<file path="config.mk">
export PLATFORM = sky130hd
export DESIGN_NAME = orthogonal_polygon_validator_flat
export DESIGN_NICKNAME = d
export VERILOG_FILES = /design/src/design/opv_pkg.sv /design/src/design/opv_vertex_if.sv /design/src/design/opv_result_if.sv /design/src/design/opv_track.sv /design/src/design/opv_judge.sv /design/src/design/orthogonal_polygon_validator.sv /design/src/flat_wrapper.sv
export SDC_FILE = /design/constraint.sdc
export NUM_CORES = 2
export LEC_CHECK = 0
export ABC_AREA = 1
export BUFFER_PORTS_ARGS = -buffer_cell sky130_fd_sc_hd__buf_2
export CORE_MARGIN = 2
export CORE_UTILIZATION = 55
export CTS_BUF_LIST = sky130_fd_sc_hd__clkbuf_8
export DETAILED_ROUTE_END_ITERATION = 16
export PLACE_DENSITY_LB_ADDON = 0.3
export SETUP_SLACK_MARGIN = 0.02
export SYNTH_ARGS = -nofsm -noshare
export SYNTH_HDL_FRONTEND = slang
export SYNTH_SLANG_ARGS = --single-unit
</file>
<file path="constraint.sdc">
create_clock -name clk -period 18.4 [get_ports clk]
set_input_delay 3.68 -clock clk [delete_from_list [all_inputs] [get_ports clk]]
set_output_delay 3.68 -clock clk [all_outputs]
set_load 0.03 [all_outputs]
</file>
<file path="src/design/opv_pkg.sv">
package opv_pkg;

    // Fixed widths of the running sums
    localparam int AREA_BITS  = 64;
    localparam int HASH_BITS  = 32;
    localparam int COUNT_BITS = 3;

    // Running hash constants
    localparam logic [HASH_BITS-1:0] HASH_SEED = 32'd17;
    localparam logic [HASH_BITS-1:0] HASH_MULT = 32'd23;

    // Vertex count saturates here; a polygon needs at least MIN_VERTICES
    localparam logic [COUNT_BITS-1:0] COUNT_MAX    = 3'd7;
    localparam logic [COUNT_BITS-1:0] MIN_VERTICES = 3'd4;

    // Result status codes
    typedef enum logic [2:0] {
        STATUS_OK        = 3'd0,
        STATUS_FEW       = 3'd1,
        STATUS_EDGE      = 3'd2,
        STATUS_COLLINEAR = 3'd3,
        STATUS_ORIENT    = 3'd4
    } opv_status_t;

    // Per-vertex verdicts handed from the tracker to the result stage
    typedef struct packed {
        logic last;        // closing vertex of the polygon
        logic enough;      // at least MIN_VERTICES vertices seen
        logic edge_bad;    // some edge so far is diagonal or zero length
        logic collinear;   // some pair of adjacent edges is straight
    } opv_flags_t;

endpackage

</file>
<file path="src/design/opv_vertex_if.sv">
interface opv_vertex_if #(
    parameter int COORD_BITS = 16
) ();

    logic                         valid;
    logic                         ready;
    logic signed [COORD_BITS-1:0] vertex_x;
    logic signed [COORD_BITS-1:0] vertex_y;
    logic                         final_vertex;

    modport source (
        output valid,
        output vertex_x,
        output vertex_y,
        output final_vertex,
        input  ready
    );

    modport sink (
        input  valid,
        input  vertex_x,
        input  vertex_y,
        input  final_vertex,
        output ready
    );

endinterface

</file>
<file path="src/design/opv_result_if.sv">
interface opv_result_if #(
    parameter int COORD_BITS = 16
) ();

    logic                         valid;
    logic                         ready;
    logic [2:0]                   status;
    logic signed [COORD_BITS-1:0] box_min_x;
    logic signed [COORD_BITS-1:0] box_max_x;
    logic signed [COORD_BITS-1:0] box_min_y;
    logic signed [COORD_BITS-1:0] box_max_y;
    logic signed [31:0]           shape_hash;

    modport source (
        output valid,
        output status,
        output box_min_x,
        output box_max_x,
        output box_min_y,
        output box_max_y,
        output shape_hash,
        input  ready
    );

    modport sink (
        input  valid,
        input  status,
        input  box_min_x,
        input  box_max_x,
        input  box_min_y,
        input  box_max_y,
        input  shape_hash,
        output ready
    );

endinterface

</file>
<file path="src/design/opv_track.sv">
module opv_track #(
    parameter int COORD_BITS = 16,
    parameter int PROD_BITS  = 2 * COORD_BITS + 2
) (
    input  logic                          clk,
    input  logic                          rst_n,
    // vertex input
    input  logic                          in_valid,
    output logic                          in_ready,
    input  logic signed [COORD_BITS-1:0]  in_x,
    input  logic signed [COORD_BITS-1:0]  in_y,
    input  logic                          in_last,
    // toward the result stage
    output logic                          out_valid,
    input  logic                          out_ready,
    output opv_pkg::opv_flags_t           out_flags,
    output logic signed [PROD_BITS-1:0]   out_prod_edge,
    output logic signed [PROD_BITS-1:0]   out_prod_wrap,
    output logic signed [COORD_BITS-1:0]  out_min_x,
    output logic signed [COORD_BITS-1:0]  out_max_x,
    output logic signed [COORD_BITS-1:0]  out_min_y,
    output logic signed [COORD_BITS-1:0]  out_max_y,
    output logic [opv_pkg::HASH_BITS-1:0] out_hash
);

    import opv_pkg::*;

    localparam int WIDE_BITS = COORD_BITS + 1;

    // Input register
    logic                         in_valid_reg;
    logic signed [COORD_BITS-1:0] in_x_reg;
    logic signed [COORD_BITS-1:0] in_y_reg;
    logic                         in_last_reg;

    // Polygon tracking state
    logic signed [COORD_BITS-1:0] first_x_reg, first_y_reg;
    logic signed [COORD_BITS-1:0] second_x_reg, second_y_reg;
    logic signed [COORD_BITS-1:0] prior_x_reg, prior_y_reg;
    logic signed [COORD_BITS-1:0] older_x_reg, older_y_reg;
    logic signed [COORD_BITS-1:0] low_x_reg, high_x_reg, low_y_reg, high_y_reg;
    logic [COUNT_BITS-1:0]        count_reg, count_next;
    logic [HASH_BITS-1:0]         hash_reg, hash_next;
    logic                         edge_fault_reg, edge_fault_next;
    logic                         collinear_fault_reg, collinear_fault_next;

    // Stage output registers
    logic                         out_valid_reg;
    opv_flags_t                   flags_reg, flags_next;
    logic signed [PROD_BITS-1:0]  prod_edge_reg, prod_edge_next;
    logic signed [PROD_BITS-1:0]  prod_wrap_reg, prod_wrap_next;
    logic signed [COORD_BITS-1:0] min_x_next, max_x_next, min_y_next, max_y_next;

    logic                         stage_ready;
    logic                         in_fire;
    logic                         step_fire;
    logic                         is_first, is_second, has_two, has_three;
    logic                         step_edge_bad, step_straight;
    logic                         wrap_edge_bad, wrap_straight;
    logic signed [WIDE_BITS-1:0]  diff_edge, sum_edge, diff_wrap, sum_wrap;
    logic [HASH_BITS-1:0]         x_ext, y_ext;

    function automatic logic bad_edge(
        input logic signed [COORD_BITS-1:0] ax,
        input logic signed [COORD_BITS-1:0] ay,
        input logic signed [COORD_BITS-1:0] bx,
        input logic signed [COORD_BITS-1:0] by
    );
        return ((ax == bx) && (ay == by)) || ((ax != bx) && (ay != by));
    endfunction

    function automatic logic straight(
        input logic signed [COORD_BITS-1:0] ax,
        input logic signed [COORD_BITS-1:0] ay,
        input logic signed [COORD_BITS-1:0] bx,
        input logic signed [COORD_BITS-1:0] by,
        input logic signed [COORD_BITS-1:0] cx,
        input logic signed [COORD_BITS-1:0] cy
    );
        return ((ax == bx) && (bx == cx)) || ((ay == by) && (by == cy));
    endfunction

    // Handshake: each register moves when the one after it can take data
    assign stage_ready = !out_valid_reg || out_ready;
    assign in_ready    = !in_valid_reg || stage_ready;
    assign in_fire     = in_valid && in_ready;
    assign step_fire   = in_valid_reg && stage_ready;

    assign is_first  = (count_reg == '0);
    assign is_second = (count_reg == COUNT_BITS'(1));
    assign has_two   = (count_reg >= COUNT_BITS'(2));
    assign has_three = (count_reg >= MIN_VERTICES - COUNT_BITS'(1));

    // Edge and triple checks, per vertex and around the wrap
    always_comb
    begin
        step_edge_bad = !is_first && bad_edge(prior_x_reg, prior_y_reg, in_x_reg, in_y_reg);
        step_straight = has_two && straight(older_x_reg, older_y_reg, prior_x_reg,
                                            prior_y_reg, in_x_reg, in_y_reg);
        wrap_edge_bad = bad_edge(in_x_reg, in_y_reg, first_x_reg, first_y_reg);
        wrap_straight = straight(prior_x_reg, prior_y_reg, in_x_reg, in_y_reg,
                                 first_x_reg, first_y_reg)
                     || straight(in_x_reg, in_y_reg, first_x_reg, first_y_reg,
                                 second_x_reg, second_y_reg);
    end

    // Shoelace terms: (x - px) * (y + py) for this edge and the closing edge
    always_comb
    begin
        diff_edge = WIDE_BITS'(in_x_reg) - WIDE_BITS'(prior_x_reg);
        sum_edge  = WIDE_BITS'(in_y_reg) + WIDE_BITS'(prior_y_reg);
        diff_wrap = WIDE_BITS'(first_x_reg) - WIDE_BITS'(in_x_reg);
        sum_wrap  = WIDE_BITS'(first_y_reg) + WIDE_BITS'(in_y_reg);
        prod_edge_next = is_first ? '0 : PROD_BITS'(diff_edge * sum_edge);
        prod_wrap_next = (in_last_reg && has_three) ? PROD_BITS'(diff_wrap * sum_wrap) : '0;
    end

    // Bounding box, hash, count and fault flags after this vertex
    always_comb
    begin
        if (is_first)
        begin
            min_x_next = in_x_reg;
            max_x_next = in_x_reg;
            min_y_next = in_y_reg;
            max_y_next = in_y_reg;
        end
        else
        begin
            min_x_next = (in_x_reg < low_x_reg)  ? in_x_reg : low_x_reg;
            max_x_next = (in_x_reg > high_x_reg) ? in_x_reg : high_x_reg;
            min_y_next = (in_y_reg < low_y_reg)  ? in_y_reg : low_y_reg;
            max_y_next = (in_y_reg > high_y_reg) ? in_y_reg : high_y_reg;
        end
        x_ext = HASH_BITS'(in_x_reg);
        y_ext = HASH_BITS'(in_y_reg);
        hash_next  = HASH_BITS'(hash_reg * HASH_MULT) + x_ext + y_ext;
        count_next = (count_reg == COUNT_MAX) ? count_reg : count_reg + COUNT_BITS'(1);
        edge_fault_next      = edge_fault_reg | step_edge_bad;
        collinear_fault_next = collinear_fault_reg | step_straight;

        flags_next.last      = in_last_reg;
        flags_next.enough    = has_three;
        flags_next.edge_bad  = edge_fault_next | (has_three & wrap_edge_bad);
        flags_next.collinear = collinear_fault_next | (has_three & wrap_straight);
    end

    // Input register
    always_ff @(posedge clk or negedge rst_n)
    begin
        if (!rst_n)
        begin
            in_valid_reg <= 1'b0;
        end
        else if (in_ready)
        begin
            in_valid_reg <= in_valid;
        end
    end

    always_ff @(posedge clk)
    begin
        if (in_fire)
        begin
            in_x_reg    <= in_x;
            in_y_reg    <= in_y;
            in_last_reg <= in_last;
        end
    end

    // Control state; clears itself on the closing vertex
    always_ff @(posedge clk or negedge rst_n)
    begin
        if (!rst_n)
        begin
            out_valid_reg       <= 1'b0;
            count_reg           <= '0;
            hash_reg            <= HASH_SEED;
            edge_fault_reg      <= 1'b0;
            collinear_fault_reg <= 1'b0;
        end
        else
        begin
            if (stage_ready)
            begin
                out_valid_reg <= in_valid_reg;
            end
            if (step_fire)
            begin
                if (in_last_reg)
                begin
                    count_reg           <= '0;
                    hash_reg            <= HASH_SEED;
                    edge_fault_reg      <= 1'b0;
                    collinear_fault_reg <= 1'b0;
                end
                else
                begin
                    count_reg           <= count_next;
                    hash_reg            <= hash_next;
                    edge_fault_reg      <= edge_fault_next;
                    collinear_fault_reg <= collinear_fault_next;
                end
            end
        end
    end

    // Vertex history, box and stage payload
    always_ff @(posedge clk)
    begin
        if (step_fire)
        begin
            if (is_first)
            begin
                first_x_reg <= in_x_reg;
                first_y_reg <= in_y_reg;
            end
            if (is_second)
            begin
                second_x_reg <= in_x_reg;
                second_y_reg <= in_y_reg;
            end
            older_x_reg   <= prior_x_reg;
            older_y_reg   <= prior_y_reg;
            prior_x_reg   <= in_x_reg;
            prior_y_reg   <= in_y_reg;
            low_x_reg     <= min_x_next;
            high_x_reg    <= max_x_next;
            low_y_reg     <= min_y_next;
            high_y_reg    <= max_y_next;
            flags_reg     <= flags_next;
            prod_edge_reg <= prod_edge_next;
            prod_wrap_reg <= prod_wrap_next;
            out_hash      <= hash_next;
            out_min_x     <= min_x_next;
            out_max_x     <= max_x_next;
            out_min_y     <= min_y_next;
            out_max_y     <= max_y_next;
        end
    end

    assign out_valid     = out_valid_reg;
    assign out_flags     = flags_reg;
    assign out_prod_edge = prod_edge_reg;
    assign out_prod_wrap = prod_wrap_reg;

endmodule

</file>
<file path="src/design/opv_judge.sv">
module opv_judge #(
    parameter int COORD_BITS = 16,
    parameter int PROD_BITS  = 2 * COORD_BITS + 2
) (
    input  logic                          clk,
    input  logic                          rst_n,
    // from the tracker
    input  logic                          in_valid,
    output logic                          in_ready,
    input  opv_pkg::opv_flags_t           in_flags,
    input  logic signed [PROD_BITS-1:0]   in_prod_edge,
    input  logic signed [PROD_BITS-1:0]   in_prod_wrap,
    input  logic signed [COORD_BITS-1:0]  in_min_x,
    input  logic signed [COORD_BITS-1:0]  in_max_x,
    input  logic signed [COORD_BITS-1:0]  in_min_y,
    input  logic signed [COORD_BITS-1:0]  in_max_y,
    input  logic [opv_pkg::HASH_BITS-1:0] in_hash,
    // result output
    output logic                          res_valid,
    input  logic                          res_ready,
    output logic [2:0]                    res_status,
    output logic signed [COORD_BITS-1:0]  res_min_x,
    output logic signed [COORD_BITS-1:0]  res_max_x,
    output logic signed [COORD_BITS-1:0]  res_min_y,
    output logic signed [COORD_BITS-1:0]  res_max_y,
    output logic signed [31:0]            res_hash
);

    import opv_pkg::*;

    localparam int PAD_BITS = AREA_BITS - PROD_BITS + 1;

    logic signed [AREA_BITS-1:0] area_reg;
    logic signed [AREA_BITS-1:0] area_total;
    logic signed [AREA_BITS-1:0] term_edge, term_wrap;
    logic                        res_valid_reg;
    opv_status_t                 status_reg, status_next;
    logic                        take;

    assign in_ready = !res_valid_reg || res_ready;
    assign take     = in_valid && in_ready;

    // Area sum including this vertex's terms
    always_comb
    begin
        term_edge  = {{PAD_BITS{in_prod_edge[PROD_BITS-1]}}, in_prod_edge[PROD_BITS-2:0]};
        term_wrap  = {{PAD_BITS{in_prod_wrap[PROD_BITS-1]}}, in_prod_wrap[PROD_BITS-2:0]};
        area_total = area_reg + term_edge + term_wrap;
    end

    // Status priority: too few, bad edge, collinear, orientation
    always_comb
    begin
        if (!in_flags.enough)
        begin
            status_next = STATUS_FEW;
        end
        else if (in_flags.edge_bad)
        begin
            status_next = STATUS_EDGE;
        end
        else if (in_flags.collinear)
        begin
            status_next = STATUS_COLLINEAR;
        end
        else if ((area_total == '0) || area_total[AREA_BITS-1])
        begin
            status_next = STATUS_ORIENT;
        end
        else
        begin
            status_next = STATUS_OK;
        end
    end

    always_ff @(posedge clk or negedge rst_n)
    begin
        if (!rst_n)
        begin
            res_valid_reg <= 1'b0;
            area_reg      <= '0;
        end
        else
        begin
            if (take)
            begin
                res_valid_reg <= in_flags.last;
                area_reg      <= in_flags.last ? '0 : area_total;
            end
            else if (res_ready)
            begin
                res_valid_reg <= 1'b0;
            end
        end
    end

    // Result payload
    always_ff @(posedge clk)
    begin
        if (take && in_flags.last)
        begin
            status_reg <= status_next;
            res_min_x  <= in_min_x;
            res_max_x  <= in_max_x;
            res_min_y  <= in_min_y;
            res_max_y  <= in_max_y;
            res_hash   <= in_hash;
        end
    end

    assign res_valid  = res_valid_reg;
    assign res_status = status_reg;

endmodule

</file>
<file path="src/design/orthogonal_polygon_validator.sv">
// Orthogonal polygon validator.
// vertex channel: one transfer per polygon vertex, in order; final_vertex marks
//   the closing vertex. A vertex can be taken in every cycle unless a receiver stall backs up to it.
// result channel: one transfer per polygon, after its closing vertex: status
//   (ok, too few points, bad edge, collinear edges, not clockwise), bounding
//   box and shape hash. Box and hash are valid for every status.
// Path: a closing vertex passes the input register, the tracking stage and the
//   result register before its result is valid. Throughput is one vertex per
//   cycle while the result receiver does not stall.
// Reset: valids drop, the vertex count, fault flags and area sum clear and the
//   hash reloads its seed. Each polygon also clears this state when it closes.
// Receiver stall: the result register holds; vertices behind it keep moving
//   until the input and tracking registers are full, then vertex ready drops.
module orthogonal_polygon_validator #(
    parameter int COORD_BITS = 16
) (
    input  logic                     clk,
    input  logic                     rst_n,
    opv_vertex_if.sink               vertex,
    opv_result_if.source             result
);

    import opv_pkg::*;

    localparam int PROD_BITS = 2 * COORD_BITS + 2;

    logic                         step_valid;
    logic                         step_ready;
    opv_flags_t                   step_flags;
    logic signed [PROD_BITS-1:0]  step_prod_edge;
    logic signed [PROD_BITS-1:0]  step_prod_wrap;
    logic signed [COORD_BITS-1:0] step_min_x, step_max_x, step_min_y, step_max_y;
    logic [HASH_BITS-1:0]         step_hash;

    // Per-vertex tracking
    opv_track #(
        .COORD_BITS (COORD_BITS),
        .PROD_BITS  (PROD_BITS)
    ) u_track (
        .clk           (clk),
        .rst_n         (rst_n),
        .in_valid      (vertex.valid),
        .in_ready      (vertex.ready),
        .in_x          (vertex.vertex_x),
        .in_y          (vertex.vertex_y),
        .in_last       (vertex.final_vertex),
        .out_valid     (step_valid),
        .out_ready     (step_ready),
        .out_flags     (step_flags),
        .out_prod_edge (step_prod_edge),
        .out_prod_wrap (step_prod_wrap),
        .out_min_x     (step_min_x),
        .out_max_x     (step_max_x),
        .out_min_y     (step_min_y),
        .out_max_y     (step_max_y),
        .out_hash      (step_hash)
    );

    // Area accumulation and result register
    opv_judge #(
        .COORD_BITS (COORD_BITS),
        .PROD_BITS  (PROD_BITS)
    ) u_judge (
        .clk          (clk),
        .rst_n        (rst_n),
        .in_valid     (step_valid),
        .in_ready     (step_ready),
        .in_flags     (step_flags),
        .in_prod_edge (step_prod_edge),
        .in_prod_wrap (step_prod_wrap),
        .in_min_x     (step_min_x),
        .in_max_x     (step_max_x),
        .in_min_y     (step_min_y),
        .in_max_y     (step_max_y),
        .in_hash      (step_hash),
        .res_valid    (result.valid),
        .res_ready    (result.ready),
        .res_status   (result.status),
        .res_min_x    (result.box_min_x),
        .res_max_x    (result.box_max_x),
        .res_min_y    (result.box_min_y),
        .res_max_y    (result.box_max_y),
        .res_hash     (result.shape_hash)
    );

endmodule

</file>
<file path="src/flat_wrapper.sv">
// flat-port wrapper written by rule: the top's interface ports become plain ports
module orthogonal_polygon_validator_flat import opv_pkg::*;
#(
    parameter int COORD_BITS = 16
)
  (clk, rst_n, vertex_valid, vertex_vertex_x, vertex_vertex_y, vertex_final_vertex, vertex_ready, result_valid, result_status, result_box_min_x, result_box_max_x, result_box_min_y, result_box_max_y, result_shape_hash, result_ready);
  opv_vertex_if #(.COORD_BITS(COORD_BITS)) vertex_i ();
  opv_result_if #(.COORD_BITS(COORD_BITS)) result_i ();
  input  logic clk;
  input  logic rst_n;
  input wire logic [$bits(vertex_i.valid)-1:0] vertex_valid;
  input wire logic [$bits(vertex_i.vertex_x)-1:0] vertex_vertex_x;
  input wire logic [$bits(vertex_i.vertex_y)-1:0] vertex_vertex_y;
  input wire logic [$bits(vertex_i.final_vertex)-1:0] vertex_final_vertex;
  output wire logic [$bits(vertex_i.ready)-1:0] vertex_ready;
  output wire logic [$bits(result_i.valid)-1:0] result_valid;
  output wire logic [$bits(result_i.status)-1:0] result_status;
  output wire logic [$bits(result_i.box_min_x)-1:0] result_box_min_x;
  output wire logic [$bits(result_i.box_max_x)-1:0] result_box_max_x;
  output wire logic [$bits(result_i.box_min_y)-1:0] result_box_min_y;
  output wire logic [$bits(result_i.box_max_y)-1:0] result_box_max_y;
  output wire logic [$bits(result_i.shape_hash)-1:0] result_shape_hash;
  input wire logic [$bits(result_i.ready)-1:0] result_ready;
  assign vertex_i.valid = vertex_valid;
  assign vertex_i.vertex_x = vertex_vertex_x;
  assign vertex_i.vertex_y = vertex_vertex_y;
  assign vertex_i.final_vertex = vertex_final_vertex;
  assign vertex_ready = vertex_i.ready;
  assign result_valid = result_i.valid;
  assign result_status = result_i.status;
  assign result_box_min_x = result_i.box_min_x;
  assign result_box_max_x = result_i.box_max_x;
  assign result_box_min_y = result_i.box_min_y;
  assign result_box_max_y = result_i.box_max_y;
  assign result_shape_hash = result_i.shape_hash;
  assign result_i.ready = result_ready;
  orthogonal_polygon_validator #(.COORD_BITS(COORD_BITS)) u_core (.clk(clk), .rst_n(rst_n), .vertex(vertex_i), .result(result_i));
endmodule
</file>
* After elaboration in Yosys (flattened, before gate mapping) *
Cells that the tools add are included.

storage, ports and cells
  logic and storage cells = 142
  register bits after elaboration = 532
  input port bits = 37
  output and inout bits = 101

operators by class
  reduce and logical (&&, ||, !) cells = 46
  order comparisons = 6
  equality and inequality tests = 15
  mux-type cells = 19
  add/subtract/negate cells = 9
  bitwise logic cells = 7
  multiply operators = 3

operators with widths
  kind                                                                    count
  64-bit by 34-bit adder with 64-bit output                               2
  16-bit equality test                                                    8
  16-bit 2-to-1 mux                                                       8
  17-bit by 17-bit multiplier with 34-bit output                          2
  32-bit adder                                                            2
  64-bit logical NOT                                                      1
  64-bit 2-to-1 mux                                                       1
  16-bit != test                                                          4
  16-bit by 16-bit adder with 17-bit output                               2
  16-bit by 16-bit subtractor with 17-bit output                          2
  16-bit > comparator                                                     2
  16-bit less-than comparator                                             2
  32-bit by 5-bit multiplier with 32-bit output (second input constant)   1
  32-bit 2-to-1 mux                                                       1
  1-bit logical AND                                                       17
  2-bit AND reduction                                                     7
  1-bit logical OR                                                        10
  2-bit nonzero test                                                      5
  3-bit 2-to-1 mux                                                        3
  3-bit by 2-bit >= comparator with 1-bit output (second input constant)  2
  1-bit logical NOT                                                       4
  1-bit 2-to-1 mux                                                        4
  2-bit 2-to-1 mux                                                        2
  1-bit OR                                                                4
  other kinds (8)                                                         9

* Logic depth before layout (Yosys ltp) *
  depth in word-level cells = 7
  depth in mapped cells = 40

* Cells and area by module *
Synthesis repeated with hierarchy kept, for this count alone.

unflattened totals
  cells, all modules = 6,986
  area, all modules = 58,821.4 um^2

modules (own cells, without submodules)
  module     cells an instance  times used  sequential area each (um^2)  area each (um^2)
  opv_track  5,250              1           10,857.9                     46,156.8
  opv_judge  1,736              1           4,599.4                      12,664.6

* Worst setup path after synthesis *
No wires, ideal clock.

  path kind = input to register
  from = input port result_ready
  to = register u_core.u_track.low_x_reg[0] (enable)
  data arrival time = 8.694 ns
  setup slack = 9.240 ns
  cell stages on the path = 8
  setup time = 0.466 ns
  data required time = 17.934 ns
  path through = inv_1 nand2_1 nor2_1 inv_1 nand2_1 clkinv_1 nand2_1 o21ai_0

on the way
  word-level cells in the longest chain between the ends = 4

ends and longest elaborated chain
  item                                  RTL line            text
  start, declared                       flat_wrapper.sv:23  input wire logic [$bits(result_i.ready)-1:0] result_ready;
  1-bit logical OR                      opv_judge.sv:40     assign in_ready = !res_valid_reg || res_ready;
  1-bit logical OR                      opv_track.sv:84     assign stage_ready = !out_valid_reg || out_ready;
  1-bit logical AND                     opv_track.sv:87     assign step_fire = in_valid_reg && stage_ready;
  net u_core.u_track.step_fire          opv_track.sv:56     logic step_fire;
  2-bit AND reduction (no source line)  n/a
  end signal, assigned                  opv_track.sv:227    low_x_reg <= min_x_next;
  end, declared                         opv_track.sv:41     logic signed [COORD_BITS-1:0] low_x_reg, high_x_reg, low_y_reg, high_y_reg;

The timed path passes the listed nets, and every way through them passes these cells.
A chain may end at the register's enable or synchronous reset.

* Worst setup path in the final report *
  from = register u_core.u_track.in_x_reg[0]
  to = register u_core.u_track.prod_edge_reg[24] (netlist: u_core.u_track.out_prod_edge[24]), data pin

on the way
  word-level cells in the longest chain between the ends = 2

ends and longest elaborated chain
  item                                            RTL line          text
  start, declared                                 opv_track.sv:32   logic signed [COORD_BITS-1:0] in_x_reg;
  start signal, assigned                          opv_track.sv:165  in_x_reg <= in_x;
  16-bit by 16-bit subtractor with 17-bit output  opv_track.sv:110  diff_edge = WIDE_BITS'(in_x_reg) - WIDE_BITS'(prior_x_reg);
  17-bit by 17-bit multiplier with 34-bit output  opv_track.sv:114  prod_edge_next = is_first ? '0 : PROD_BITS'(diff_edge * sum_edge);
  end signal, assigned                            opv_track.sv:232  prod_edge_reg <= prod_edge_next;
  end, declared                                   opv_track.sv:50   logic signed [PROD_BITS-1:0] prod_edge_reg, prod_edge_next;

No other way between the ends.

==> results.md <==
- Status: complete, no violations
- Antenna violation net count after detailed routing: 0
- Initial DRT Pass Iterations: 8
- Hold wc startpoint: u_core.u_track.out_hash[14]
- Setup violations, final: 0
- Largest net degree at the start of global routing: 81
- Via density: 5.34
- Seq cells post-synth: 532
- Initial antenna violation count: 4
- End of the worst hold path: u_core.u_judge.res_hash[14]
- Most common cell type on the critical path: inv_1
- Worst slew pin tran: 1.20 ns
- Die W: 323 um
- Std-Cell Rows: 117
- Worst path required time: 18.94 ns
- DR DRC count: 0
- Commonest register cell after synthesis: edfxtp_1
- CTS Buffer Depth: 3
- CP max stage cell: xor2_1
- Number of gates resized after cts: 0
- TritonCTS clock tree: done
- H-tree depth: 3
- Post-synth EDFFs: 428
- F_max: 111 MHz
- Hold_buf cts: 0
- Port bufs: 137
- Dpl hpwl: 122 mm
- Cell area after synthesis: 0.0560 sq mm
- CTS Root Cell: clkbuf_8
- Net Count, Synth: 7468
- Dpl cell area: 0.0586 sq mm
- Post-route cell area: 0.0606 sq mm
- R2R Path End: u_core.u_track.out_prod_edge[24]
- Multi-input gate area: 0.0348 sq mm
- Post-DR wirelength/cell: 19.2 um
- Layout area overhead: 8.24%
- Post-CTS setup buffers: 0
- Syn_area_per_cell: 8.99 sq um
- CP arrival: 9.59 ns
- Setup slack after layout: 9.35 ns
- Worst Setup End Kind: flop
- CTS Buf Count: 91
- Total track usage: 30.2%
- Final-report max-slew violation count: 0
- GP Congestion: 0.989
- Initial Utilization: 55.2%
- Fillers: 8813
- Final nets: 7681
- Worst R2R Setup Slack: 9.35 ns
- CP max FO: 10
- Post-place setup slack: 9.49 ns
- Library cells used by synthesis: 65
- GRT overflow: 0
- Clk_skew: 0.0594 ns
- Sequential cell area: 0.0155 sq mm
- Final min period: 9.05 ns
- Chip Height: 323 um
- Clk slew on worst S/H paths: 0.06 ns
- Placeable core area: 0.101 sq mm
- Critical path launch point type: flop
- Sequential share of the synthesized area: 27.6%
- Non-filler cells, final: 7892
- HP Class: flop to flop
- Depth of the worst register-to-register path: 31
- Initial DRC count: 3471
- Global-route wire length before repair: 241 mm
- Vias in the first global route: 43800
- Clock Latency Late Sink: 0.78 ns
- Count of final hold-check violations: 0
- Placed cells: 7717
- Async set or reset register ratio after synthesis: 19.5%
- YS warnings: 0
- Max reg flops: 64
- Clk sinks: 532
- RSZ-0062 raised after global routing: false
- Worst setup path class: flop to flop
- Vias: 42100
- Hold depth: 0
- Drt total wl: 152 mm
- Worst r2r src: u_core.u_track.in_x_reg[0]
- IO Pins: 138
- Cells after Synth: 6229
- Die area: 0.104 sq mm
- Final total negative setup slack: 0 ns
- Max stage delay on crit path: 0.94 ns
- Slew margin rel.: 20.0%
- Max_cap viols: 0
- Fin crit share: 49.2%
- Layout cells sized above 1: 6.24%
## layer usage
layer / wire length [um] / global-route usage [%]
met5: 40 / 0
met4: 5130 / 10.1
met3: 11700 / 5.16
met2: 71700 / 49.9
met1: 63300 / 40.6
## metrics by stage
step                hold slack (ns)  utilization [%]
CTS                           0.399             59.7
floorplan                     0.400                -
global placement              0.403             57.7
global route                  0.410             59.7
finish                        0.409             59.7
detailed placement            0.405             57.7
## synthesized netlist by cell type, types with 11 or more instances
master / count / area share (%)
inv_1: 1428 / 9.6
nand2_1: 1362 / 9.1
fa_1: 774 / 28
nor2_1: 516 / 3.5
edfxtp_1: 428 / 23
ha_1: 428 / 9.6
a21oi_1: 283 / 2.5
o21ai_0: 174 / 1.6
nand3_1: 110 / 0.98
dfrtp_1: 102 / 4.6
xnor2_1: 88 / 1.4
xor2_1: 80 / 1.3
clkbuf_1: 62 / 0.42
nand4_1: 49 / 0.55
nor3_1: 49 / 0.44
o21a_1: 26 / 0.35
nor4_1: 25 / 0.28
o21bai_1: 25 / 0.34
or2_2: 21 / 0.23
a22o_1: 20 / 0.31
nand3b_1: 17 / 0.23
clkinv_1: 13 / 0.087
a21o_1: 11 / 0.15
a31oi_1: 11 / 0.12
## logic make-up (layout without fill, tap and decap cells)
group                    Yosys count  after routing  synth area share, %
AND/OR/NAND/NOR                 2169           2169                 15.5
buffers and inverters           1523           1814                 10.3
adder cells (fa/ha/maj)         1202           1202                 37.2
AO/OA/AOI/OAI                    631            631                 6.54
flip-flops                       532            532                 27.6
XOR/XNOR                         172            172                 2.74
other                              0              4                    0
## cells in the final DEF (no fill, tap or decap), types with 102 or more instances in the layout
cell type and count:
nor2_1 512, buf_2 136, clkbuf_8 103, dfrtp_1 102
inv_1 1450, edfxtp_1 428, o21ai_0 173, nand2_1 1360
fa_1 774, a21oi_1 283, ha_1 428, nand3_1 110
## worst max-delay path by stage
stage | startpoint | endpoint | slack, ns | cells after the start
2_1_floorplan | result_ready | u_core.u_track.low_x_reg[0] | 9.24 | 8
3_3_place_gp | u_core.u_track.in_x_reg[1] | u_core.u_track.out_prod_edge[24] | 9.50 | 30
3_5_place_dp | u_core.u_track.in_x_reg[1] | u_core.u_track.out_prod_edge[24] | 9.49 | 30
4_1_cts | u_core.u_track.in_x_reg[1] | u_core.u_track.out_prod_edge[24] | 9.44 | 30
5_1_grt | u_core.u_track.in_x_reg[0] | u_core.u_track.out_prod_edge[24] | 8.89 | 31
6_report | u_core.u_track.in_x_reg[0] | u_core.u_track.out_prod_edge[24] | 9.35 | 31
## final cells by class
cell class                 instances  area share (%)
multi-input combinational       4174            57.5
sequential                       532            25.5
inverter                        1444            8.95
tap                             1368            2.82
clock buffer                     103            2.34
timing repair buffer             199            1.90
clock inverter                    68           0.995
antenna                            4          0.0165
## worst max-delay path: cells and delay by family (launching register included)
family / cells / cell delay (ns)
and+or+nand+nor: 4 / 0.78
adders and majority gates: 9 / 3.68
buffers and inverters: 9 / 1.40
xor gates and xnor gates: 1 / 0.94
AOI/OAI and AO/OA: 8 / 1.53
DFF: 1 / 0.51
Power is not shown: default switching activity piles up to over one toggle a cycle in this logic, so the estimate is an artifact.
